[src/rtl/salru_pkg.sv]
package salru_pkg;

  // request kinds
  localparam logic [1:0] REQ_MODIFY = 2'd2;
  localparam logic [1:0] REQ_BAD    = 2'd3;

  // outcome codes
  localparam logic [1:0] OUT_HIT   = 2'd0;
  localparam logic [1:0] OUT_FILL  = 2'd1;
  localparam logic [1:0] OUT_EVICT = 2'd2;
  localparam logic [1:0] OUT_NONE  = 2'd3;

  // configuration register map
  localparam int CFG_IDX_W  = 2;
  localparam int CFG_DATA_W = 5;
  localparam logic [CFG_IDX_W-1:0] CFG_SET_BITS   = 2'd0;
  localparam logic [CFG_IDX_W-1:0] CFG_WAYS       = 2'd1;
  localparam logic [CFG_IDX_W-1:0] CFG_BLOCK_BITS = 2'd2;

  // configuration reset values
  localparam logic [2:0] SET_BITS_RST   = 3'd4;
  localparam logic [3:0] WAYS_RST       = 4'd1;
  localparam logic [4:0] BLOCK_BITS_RST = 5'd4;

  typedef struct packed {
    logic [1:0]  req_type;
    logic [31:0] address;
  } in_item_t;

  typedef struct packed {
    logic [1:0]  outcome;
    logic        extra_hit;
    logic [31:0] hit_total;
    logic [31:0] miss_total;
    logic [31:0] eviction_total;
  } out_item_t;

  // controller to datapath
  typedef struct packed {
    logic clear_we;
    logic accept;
    logic decide;
    logic scan_step;
    logic commit;
    logic use_saved;
  } dp_cmd_t;

  // datapath to controller
  typedef struct packed {
    logic clear_last;
    logic resolved;
    logic ways_one;
    logic scan_last;
  } dp_status_t;

endpackage

[src/rtl/salru_ctrl.sv]
module salru_ctrl
  import salru_pkg::*;
(
  input  logic       clk,
  input  logic       rst,
  input  logic       in_valid,
  output logic       in_ready,
  output logic       out_valid,
  input  logic       out_ready,
  input  dp_status_t status,
  output dp_cmd_t    cmd
);

  typedef enum logic [2:0] {
    ST_CLEAR,
    ST_IDLE,
    ST_LOOK,
    ST_SCAN,
    ST_WAIT
  } state_t;

  state_t state;
  state_t state_next;
  logic   out_free;

  assign out_free = !out_valid || out_ready;
  assign in_ready = (state == ST_IDLE);

  // command decode and next state
  always_comb begin
    cmd        = '0;
    state_next = state;
    unique case (state)
      ST_CLEAR: begin
        cmd.clear_we = 1'b1;
        if (status.clear_last) begin
          state_next = ST_IDLE;
        end
      end
      ST_IDLE: begin
        if (in_valid) begin
          cmd.accept = 1'b1;
          state_next = ST_LOOK;
        end
      end
      ST_LOOK: begin
        cmd.decide = 1'b1;
        if (status.resolved && out_free) begin
          cmd.commit = 1'b1;
          state_next = ST_IDLE;
        end else if (status.resolved || status.ways_one) begin
          state_next = ST_WAIT;
        end else begin
          state_next = ST_SCAN;
        end
      end
      ST_SCAN: begin
        cmd.scan_step = 1'b1;
        if (status.scan_last) begin
          state_next = ST_WAIT;
        end
      end
      ST_WAIT: begin
        cmd.use_saved = 1'b1;
        if (out_free) begin
          cmd.commit = 1'b1;
          state_next = ST_IDLE;
        end
      end
      default: begin
        state_next = ST_IDLE;
      end
    endcase
  end

  // state and output valid
  always_ff @(posedge clk) begin
    if (rst) begin
      state     <= ST_CLEAR;
      out_valid <= 1'b0;
    end else begin
      state <= state_next;
      if (cmd.commit) begin
        out_valid <= 1'b1;
      end else if (out_ready) begin
        out_valid <= 1'b0;
      end
    end
  end

endmodule

[config.mk]
export PLATFORM = sky130hd
export DESIGN_NAME = salru_ctrl
export DESIGN_NICKNAME = d
export VERILOG_FILES = /design/src/rtl/salru_pkg.sv /design/src/rtl/salru_ctrl.sv
export SDC_FILE = /design/constraint.sdc
export NUM_CORES = 1
export LEC_CHECK = 0
export BUFFER_PORTS_ARGS = -buffer_cell sky130_fd_sc_hd__buf_2
export CORE_AREA = 2 2 39 41
export DETAILED_ROUTE_END_ITERATION = 8
export DIE_AREA = 0 0 41 43
export PLACE_DENSITY = 0.57
export SYNTH_ARGS = -nofsm -noshare
export SYNTH_HDL_FRONTEND = slang
export SYNTH_SLANG_ARGS = --single-unit
[constraint.sdc]
create_clock -name clk -period 1.5 [get_ports clk]
set_clock_uncertainty 0.15 [all_clocks]
set_input_delay 0.3 -clock clk [delete_from_list [all_inputs] [get_ports clk]]
set_output_delay 0.3 -clock clk [all_outputs]
set_load 0.1 [all_outputs]
==> results.json, run 1 <==
{
  "synth_edf_count": 0,
  "dpl.hpwl_um": 666,
  "final-max-slew-violation-count": 0,
  "power.total_uw": 535,
  "gp_congestion": 0.788,
  "grt-ovfl-total": 0,
  "cts.clk_slew.worst_paths_ns": 0.04,
  "async_flop_share_pct": 0,
  "grt_max_degree": 9,
  "grt_first_pass_wirelength_um": 1600,
  "routedWlPerCell_um": 11.4,
  "crit_end": "cmd[1]",
  "r2r_start": "state[0]$_SDFFE_PP0P_",
  "rsz0062_at_grt": "true",
  "endpoint_kind": "primary output",
  "initial_core_util_pct": 24.0,
  "worstSkewPairLatency_ns": 0.23,
  "cts.sinks": 4,
  "vias_per_cell": 4.68,
  "die_h_um": 43,
  "via_count": 412,
  "synth_top_cell_by_area": "dfxtp_1",
  "drcViolationCount": 0,
  "startpoint": "state[2]$_SDFFE_PP0P_",
  "std_cell_rows": 14,
  "core_mm2": 0.00138,
  "synth_seq_cells": 4,
  "status": "finished, violations left",
  "cap_violations": 0,
  "ff2ff_setup_slack_ns": 0.04,
  "grt_use_total_pct": 13.2,
  "hold_viol": 0,
  "r2r-end": "state[2]$_SDFFE_PP0P_",
  "tns_ns": -0.813,
  "hold_class": "input port to register",
  "grt_pass1_vias": 397,
  "ys_top_cells_by_area": "dfxtp_1, nor2b_1, and3b_1, nor3_1, a211oi_2",
  "synth_nets": 48,
  "finalCritPeriodShare_pct": 112,
  "ir_worst_vdd_mv": 0.335,
  "period_minus_slack_ns": 1.68,
  "cts_hold_buf": 0,
  "cts_buffers": 3,
  "dieArea_mm2": 0.00176,
  "htreeDepth": 1,
  "leakagePower_nw": 0.338,
  "cts_root_buffer": "clkbuf_4",
  "final_util_pct": 55.5,
  "violations": "negative setup slack",
  "syn_avg_cell_area_um2": 8.29,
  "route.antenna.remaining_nets": 0,
  "synth_ff_type": "dfxtp_1",
  "cp_data_arrival_time_ns": 1.23,
  "drive_above_1_share_pct": 68.1,
  "max_freq_mhz": 596,
  "yosysUniqueCellTypes": 27,
  "critical_path.startpoint_type": "register",
  "cts_max_path_buffers": 2,
  "antenna_cells": 0,
  "synthTopCellsByCount": "dfxtp_1, nor2b_1, inv_1, nor3_1",
  "r2r_cells": 5,
  "synth_warnings": 0,
  "required_ns": 1.05,
  "setup_viol": 7,
  "cellPowerDensity_mw_per_mm2": 696,
  "syn-instance-count": 40,
  "die_w_um": 41,
  "drt_iter0_markers": 0,
  "synth_top_area_share_pct": 24.2,
  "worstPathMaxFanout": 8,
  "io_buffers": 15,
  "antenna_found_initial": 0,
  "ys_seq_area_share_pct": 24.2,
  "critical_path_class": "register to primary output",
  "nNetsFinal": 82,
  "worstMarginPinSlew_ns": 0.266,
  "slew_headroom_pct": 82.2,
  "tritoncts": "built",
  "wl_um": 1000,
  "netlist_area_um2": 332,
  "io_pins": 16,
  "area_growth_pct": 132,
  "first_pass_iters": 1,
  "setup_slack_ns": -0.178
}
## metal layers
metal	share of wire (%)	vias to the layer above	GRT usage, %
met3	6.8	0	3.14
met4	0	0	8.00
li1	-	210	-
met2	54	12	19.7
met1	39	190	16.1
met5	0	-	0
## power breakdown
part	switching (mW)	internal [mW]	total (mW)	leakage, nW
sequential	0.00962	0.111	0.121	0.0352
combinational	0.150	0.130	0.280	0.289
clock	0.0447	0.0896	0.134	0.0138
total	0.205	0.330	0.535	0.338
## how the worst min path moves through the flow
stage	startpoint	to	slack (ns)	cells after the start
after floorplan	rst	state[1]$_SDFFE_PP0P_	0.21	1
after detailed placement	rst	state[1]$_SDFFE_PP0P_	0.38	2
after global placement	rst	state[1]$_SDFFE_PP0P_	0.38	2
after CTS	rst	state[1]$_SDFFE_PP0P_	0.13	2
after global routing	rst	state[1]$_SDFFE_PP0P_	0.14	2
final	rst	state[1]$_SDFFE_PP0P_	0.12	2
## through the flow
step                setup slack (ns)  area, um^2  std cells  hold slack, ns
finish                        -0.178         768         88           0.124
global route                  -0.227         768         88           0.140
CTS                           -0.195         734         85           0.127
detailed placement            0.0131         638         74           0.377
global placement              0.0245         638         74           0.377
floorplan                     -0.389         395         40           0.207
## area by class of cell
type                       count  area (um^2)
clock buffer                   3         22.5
fill                         114          616
inverter                       3         11.3
multi-input combinational     30          275
sequential                     4         92.6
tap                           16         20.0
timing repair buffer          32          347
## critical path, stage by stage, from the launching register on
cell and delay [ns]:
dfxtp_4 0.36, nand3b_1 0.15, a21o_1 0.20, nor2_4 0.11
buf_12 0.18
## state kept, by name (all words and copies together) (netlist names)
name,flops
state,3
out_valid,1
## placed cells by master, fill, tap and decap left out, types with 2 or more instances in the layout
master and count:
nor2b_1 4, inv_1 3, dfxtp_4 3, o21ai_1 2
nor3_4 2, buf_2 7, buf_12 9, buf_4 13
a31oi_1 2, clkbuf_4 3, nor3b_4 2, buf_6 3
## cells by family after synthesis
family | synth area share [%]
AOI/OAI and AO/OA | 20.0
buffers and inverters | 9.81
DFF | 24.2
and+or+nand+nor | 46.0
## timing repair
action | 4_1_cts | 5_1_grt
setup endpoints to repair | 7 | 8
buffers inserted | 8 | 3
pin swaps | 4 | 4
resized for setup | 8 | 3
Power figures use the tool's default switching activity.
==> inputs of run 2 (changes only) <==
--- a/config.mk
+++ b/config.mk
@@ -10,6 +10,7 @@
 export DETAILED_ROUTE_END_ITERATION = 8
 export DIE_AREA = 0 0 41 43
 export PLACE_DENSITY = 0.57
+export RECOVER_POWER = 25
 export SYNTH_ARGS = -nofsm -noshare
 export SYNTH_HDL_FRONTEND = slang
 export SYNTH_SLANG_ARGS = --single-unit
==> results.json, run 2 (synthesis gave the netlist of run 1 again) <==
{
  "die_h_um": 43,
  "finalCritPeriodShare_pct": 112,
  "worstSkewPairLatency_ns": 0.23,
  "ir_worst_vdd_mv": 0.335,
  "setup_slack_ns": -0.178,
  "route.antenna.remaining_nets": 0,
  "drcViolationCount": 0,
  "cts.clk_slew.worst_paths_ns": 0.04,
  "endpoint_kind": "primary output",
  "critical-path-top-delay-family": "flip-flops",
  "antenna_cells": 0,
  "cp_data_arrival_time_ns": 1.23,
  "layout_commonest_cell": "buf_4",
  "grt_first_pass_wirelength_um": 1600,
  "wl_um": 1000,
  "worstMarginPinSlew_ns": 0.265,
  "setup_viol": 7,
  "rsz0062_at_grt": "true",
  "drt_iter0_markers": 0,
  "violations": "negative setup slack",
  "dpl.hpwl_um": 666,
  "die_w_um": 41,
  "cts_buffers": 3,
  "hold_class": "input port to register",
  "std_cell_rows": 14,
  "status": "finished, violations left",
  "core_mm2": 0.00138,
  "dieArea_mm2": 0.00176,
  "cap_violations": 0,
  "htreeDepth": 1,
  "final_cell_mix": "buf_4, buf_12, buf_2, nor2b_1",
  "largest_reg_flops": 3,
  "tritoncts": "built",
  "worstPathMaxFanout": 8,
  "cpMaxStageDelayCell": "dfxtp_4",
  "io_buffers": 15,
  "path_cells": "nand3b_1, a21o_1, nor2_4, buf_12",
  "initial_core_util_pct": 24.0,
  "grt-ovfl-total": 0,
  "via_count": 412,
  "area_growth_pct": 131,
  "regMostFlops": "state",
  "cellPowerDensity_mw_per_mm2": 697,
  "required_ns": 1.05,
  "grt_max_degree": 9,
  "cts_hold_buf": 0,
  "cts_max_path_buffers": 2,
  "io_pins": 16,
  "first_pass_iters": 1,
  "hold_viol": 0,
  "cts.sinks": 4,
  "final_util_pct": 55.4,
  "leakagePower_nw": 0.338,
  "grt_use_total_pct": 13.2,
  "tns_ns": -0.813,
  "critical_path_class": "register to primary output",
  "max_stage_delay_ns": 0.36,
  "nNetsFinal": 82,
  "antenna_found_initial": 0,
  "period_minus_slack_ns": 1.68,
  "final-max-slew-violation-count": 0,
  "gp_congestion": 0.788,
  "top_regs": "state (3), out_valid (1)",
  "routedWlPerCell_um": 11.4,
  "cp.buffers_inverters": 1,
  "slew_headroom_pct": 82.3,
  "drive_above_1_share_pct": 66.7,
  "vias_per_cell": 4.68,
  "grt_pass1_vias": 397,
  "critical_path.startpoint_type": "register",
  "cts_root_buffer": "clkbuf_4",
  "max_freq_mhz": 596
}
==> run 2: report_power, final <==
group | internal, mW | switching (mW)
sequential | 0.111 | 0.00962
combinational | 0.130 | 0.150
clock | 0.0896 | 0.0447
total | 0.330 | 0.205
==> run 2: what timing repair did <==
action / in CTS / in global routing
gates cloned: 0 / 0
endpoints found under the hold margin: 0 / 0
setup buffers: 8 / 3
pin swaps: 4 / 4
setup endpoints to repair: 7 / 8
resized for setup: 8 / 3
==> run 2: metrics by stage <==
step	setup WS (ns)	instance area, um^2	hold WS [ns]	std cells	power, mW
floorplan	-0.389	395	0.207	40	0.279
global placement	0.0245	638	0.377	74	0.367
detailed placement	0.0131	638	0.377	74	0.369
CTS	-0.195	734	0.127	85	0.530
global route	-0.227	767	0.140	88	0.559
finish	-0.178	767	0.124	88	0.535
==> run 2: worst paths after layout <==
| kind | end | cells after the start | slack, ns | from |
|---|---|---|---|---|
| max | cmd[1] | 4 | -0.18 | state[2]$_SDFFE_PP0P_ |
| min | state[1]$_SDFFE_PP0P_ | 2 | 0.12 | rst |
| max reg2reg | state[2]$_SDFFE_PP0P_ | 5 | 0.04 | state[0]$_SDFFE_PP0P_ |
| min reg2reg | state[1]$_SDFFE_PP0P_ | 2 | 0.42 | state[2]$_SDFFE_PP0P_ |
==> run 2: final cells by class <==
class | instances | area [um^2]
multi-input cells | 30 | 275
flip-flops and latches | 4 | 91.3
well taps | 16 | 20.0
inverters | 3 | 11.3
fillers | 115 | 617
repair buffers | 32 | 347
clock buffers | 3 | 22.5
==> run 2: layer usage <==
layer	share of wire, %	vias to the layer above	wire (um)	GRT usage, %
li1	-	210	-	-
met1	39	190	394	16.1
met2	54	12	540	19.7
met3	6.8	0	68	3.14
met4	0	0	0	8.00
met5	0	-	0	0
==> inputs of run 3 (changes only) <==
--- a/config.mk
+++ b/config.mk
@@ -5,11 +5,12 @@
 export SDC_FILE = /design/constraint.sdc
 export NUM_CORES = 1
 export LEC_CHECK = 0
+export ABC_AREA = 1
 export BUFFER_PORTS_ARGS = -buffer_cell sky130_fd_sc_hd__buf_2
 export CORE_AREA = 2 2 39 41
 export DETAILED_ROUTE_END_ITERATION = 8
 export DIE_AREA = 0 0 41 43
-export PLACE_DENSITY = 0.57
+export PLACE_DENSITY = 0.56
 export RECOVER_POWER = 25
 export SYNTH_ARGS = -nofsm -noshare
 export SYNTH_HDL_FRONTEND = slang
==> results.json, run 3 <==
{
  "status": "finished, violations left",
  "violations": "negative setup slack",
  "wl_um": 948,
  "setup_slack_ns": -0.181,
  "syn_avg_cell_area_um2": 6.14,
  "critical_path.startpoint_type": "register",
  "area_growth_pct": 129,
  "die_w_um": 41,
  "ys_top_cells_by_area": "dfxtp_1, nand2_1, inv_1, a21oi_1, nand2_2",
  "synth_ff_type": "dfxtp_1",
  "grt_pass1_vias": 411,
  "synth_nets": 60,
  "cellPowerDensity_mw_per_mm2": 1120,
  "final_cells": 97,
  "period_minus_slack_ns": 1.68,
  "syn-instance-count": 52,
  "via_count": 421,
  "min_from": "rst",
  "slew_headroom_pct": 88.0,
  "largest_reg_flops": 3,
  "setup_viol": 7,
  "io_buffers": 15,
  "cap_violations": 0,
  "drive_above_1_share_pct": 65.4,
  "r2r-end": "state[0]$_SDFFE_PP0P_",
  "cts_buffers": 3,
  "layout_commonest_cell": "nand2_1",
  "min_to": "state[1]$_SDFFE_PP0P_",
  "initial_core_util_pct": 23.1,
  "hold_viol": 0,
  "ff2ff_setup_slack_ns": 0.09,
  "critical-path-top-delay-family": "flip-flops",
  "grt_first_pass_wirelength_um": 1570,
  "yosysUniqueCellTypes": 16,
  "cp_data_arrival_time_ns": 1.23,
  "synth_top_area_share_pct": 25.1,
  "route.antenna.remaining_nets": 0,
  "fin_hold_ws_ns": 0.132,
  "cp.buffers_inverters": 1,
  "first_pass_iters": 4,
  "top_regs": "state (3), out_valid (1)",
  "io_pins": 16,
  "drcViolationCount": 0,
  "antenna_found_initial": 0,
  "worstSkewPairLatency_ns": 0.23,
  "core_mm2": 0.00138,
  "cts.clk_slew.worst_paths_ns": 0.04,
  "cts.sinks": 4,
  "r2r_start": "state[0]$_SDFFE_PP0P_",
  "tritoncts": "built",
  "synth_edf_count": 0,
  "worstMarginPinSlew_ns": 0.179,
  "finalCritPeriodShare_pct": 112,
  "antenna_cells": 0,
  "synth_warnings": 0,
  "yosysMostFrequentCell": "nand2_1",
  "critical_path_class": "register to primary output",
  "max_stage_delay_ns": 0.36,
  "htreeDepth": 1,
  "std_cell_rows": 14,
  "required_ns": 1.05,
  "netlist_area_um2": 319,
  "endpoint_kind": "primary output",
  "synth_top_cell_by_area": "dfxtp_1",
  "grt_max_degree": 7,
  "cts_max_path_buffers": 2,
  "vias_per_cell": 4.34,
  "max_freq_mhz": 595,
  "dpl.cell_count": 87,
  "die_h_um": 43,
  "holdPathStages": 2,
  "ir_worst_vdd_mv": 0.625,
  "rsz0062_at_grt": "true",
  "worstPathMaxFanout": 6,
  "grt-ovfl-total": 0,
  "final_cell_mix": "nand2_1, inv_1, buf_12, buf_4, buf_2",
  "leakagePower_nw": 0.332,
  "gp_congestion": 0.822,
  "path_cells": "nor3_4, nand2_2, a21oi_4, buf_12",
  "r2r_cells": 8,
  "cpMaxStageDelayCell": "dfxtp_4",
  "regMostFlops": "state",
  "synth_seq_cells": 4,
  "nNetsFinal": 91,
  "async_flop_share_pct": 0,
  "hold_class": "input port to register",
  "worstSetupPathDepth": 4,
  "final-max-slew-violation-count": 0,
  "drt_iter0_markers": 1,
  "synthTopCellsByCount": "nand2_1, inv_1, nor2_1, a21oi_1, dfxtp_1",
  "dpl.hpwl_um": 705,
  "grt_use_total_pct": 12.7,
  "dieArea_mm2": 0.00176,
  "ys_seq_area_share_pct": 25.1,
  "cts_root_buffer": "clkbuf_4",
  "routedWlPerCell_um": 9.77,
  "cts_hold_buf": 0
}
[run 3: changes by cell type after synthesis, moves of 3 or more]
cell,delta
nand2_1,+12
nand2_2,+3
a21oi_1,+3
nor2b_1,-4
inv_1,+8
nor2_1,+4
[run 3: layout make-up]
class,count,area [um^2]
inverter,12,52.6
sequential,4,92.6
fill,143,652
timing repair buffer,26,289
clock buffer,3,22.5
multi-input combinational,36,255
tap,16,20.0
[run 3: logic make-up after synthesis]
logic type,count (synthesis),share of synthesized area [%]
compound gates,5,9.02
buf+inv,12,14.1
flops,4,25.1
simple gates,31,51.8
[run 3: worst max path at each step]
stage | start | end | slack, ns
2_1_floorplan | state[1]$_SDFFE_PP0P_ | cmd[1] | -1.01
4_1_cts | state[2]$_SDFFE_PP0P_ | cmd[1] | -0.18
3_3_place_gp | state[1]$_SDFFE_PP0P_ | cmd[1] | 0.03
3_5_place_dp | state[1]$_SDFFE_PP0P_ | cmd[1] | 0.02
6_report | state[2]$_SDFFE_PP0P_ | cmd[1] | -0.18
5_1_grt | state[2]$_SDFFE_PP0P_ | cmd[1] | -0.24
[run 3: per-layer routing]
metal	global-route usage [%]	vias to the layer above	wire length, um
met1	16.1	189	386
li1	-	219	-
met3	4.71	0	59
met5	0	-	0
met4	4.00	0	0
met2	19.1	13	502
[run 3: metrics by stage]
stage | utilization, % | power, mW | setup WS, ns | setup TNS (ns) | cell area [um^2]
floorplan | - | 0.460 | -1.01 | -3.34 | 365
global placement | 44.1 | 0.629 | 0.0261 | 0 | 611
detailed placement | 44.1 | 0.632 | 0.0236 | 0 | 611
CTS | 48.9 | 0.783 | -0.182 | -0.732 | 677
global route | 52.9 | 0.867 | -0.241 | -0.974 | 732
finish | 52.9 | 0.821 | -0.181 | -0.637 | 732
[run 3: worst register-to-register path: stages, from the launching register on]
cell and delay (ns):
dfxtp_4 0.37, nor2_4 0.12, buf_4 0.13, buf_4 0.11
nand3_2 0.09, nand2_2 0.10, inv_1 0.04, a21oi_1 0.13
nor2_1 0.05
[run 3: report_power, final]
| part | switching [mW] | internal, mW |
|---|---|---|
| Combinational | 0.329 | 0.213 |
| Clock | 0.0427 | 0.0894 |
| Sequential | 0.0247 | 0.122 |
| Total | 0.396 | 0.424 |
[run 3: repair_timing]
action / CTS / global route
setup buffers: 3 / 4
pin swaps: 4 / 3
endpoints found under the setup margin: 7 / 8
gates resized for setup: 6 / 6
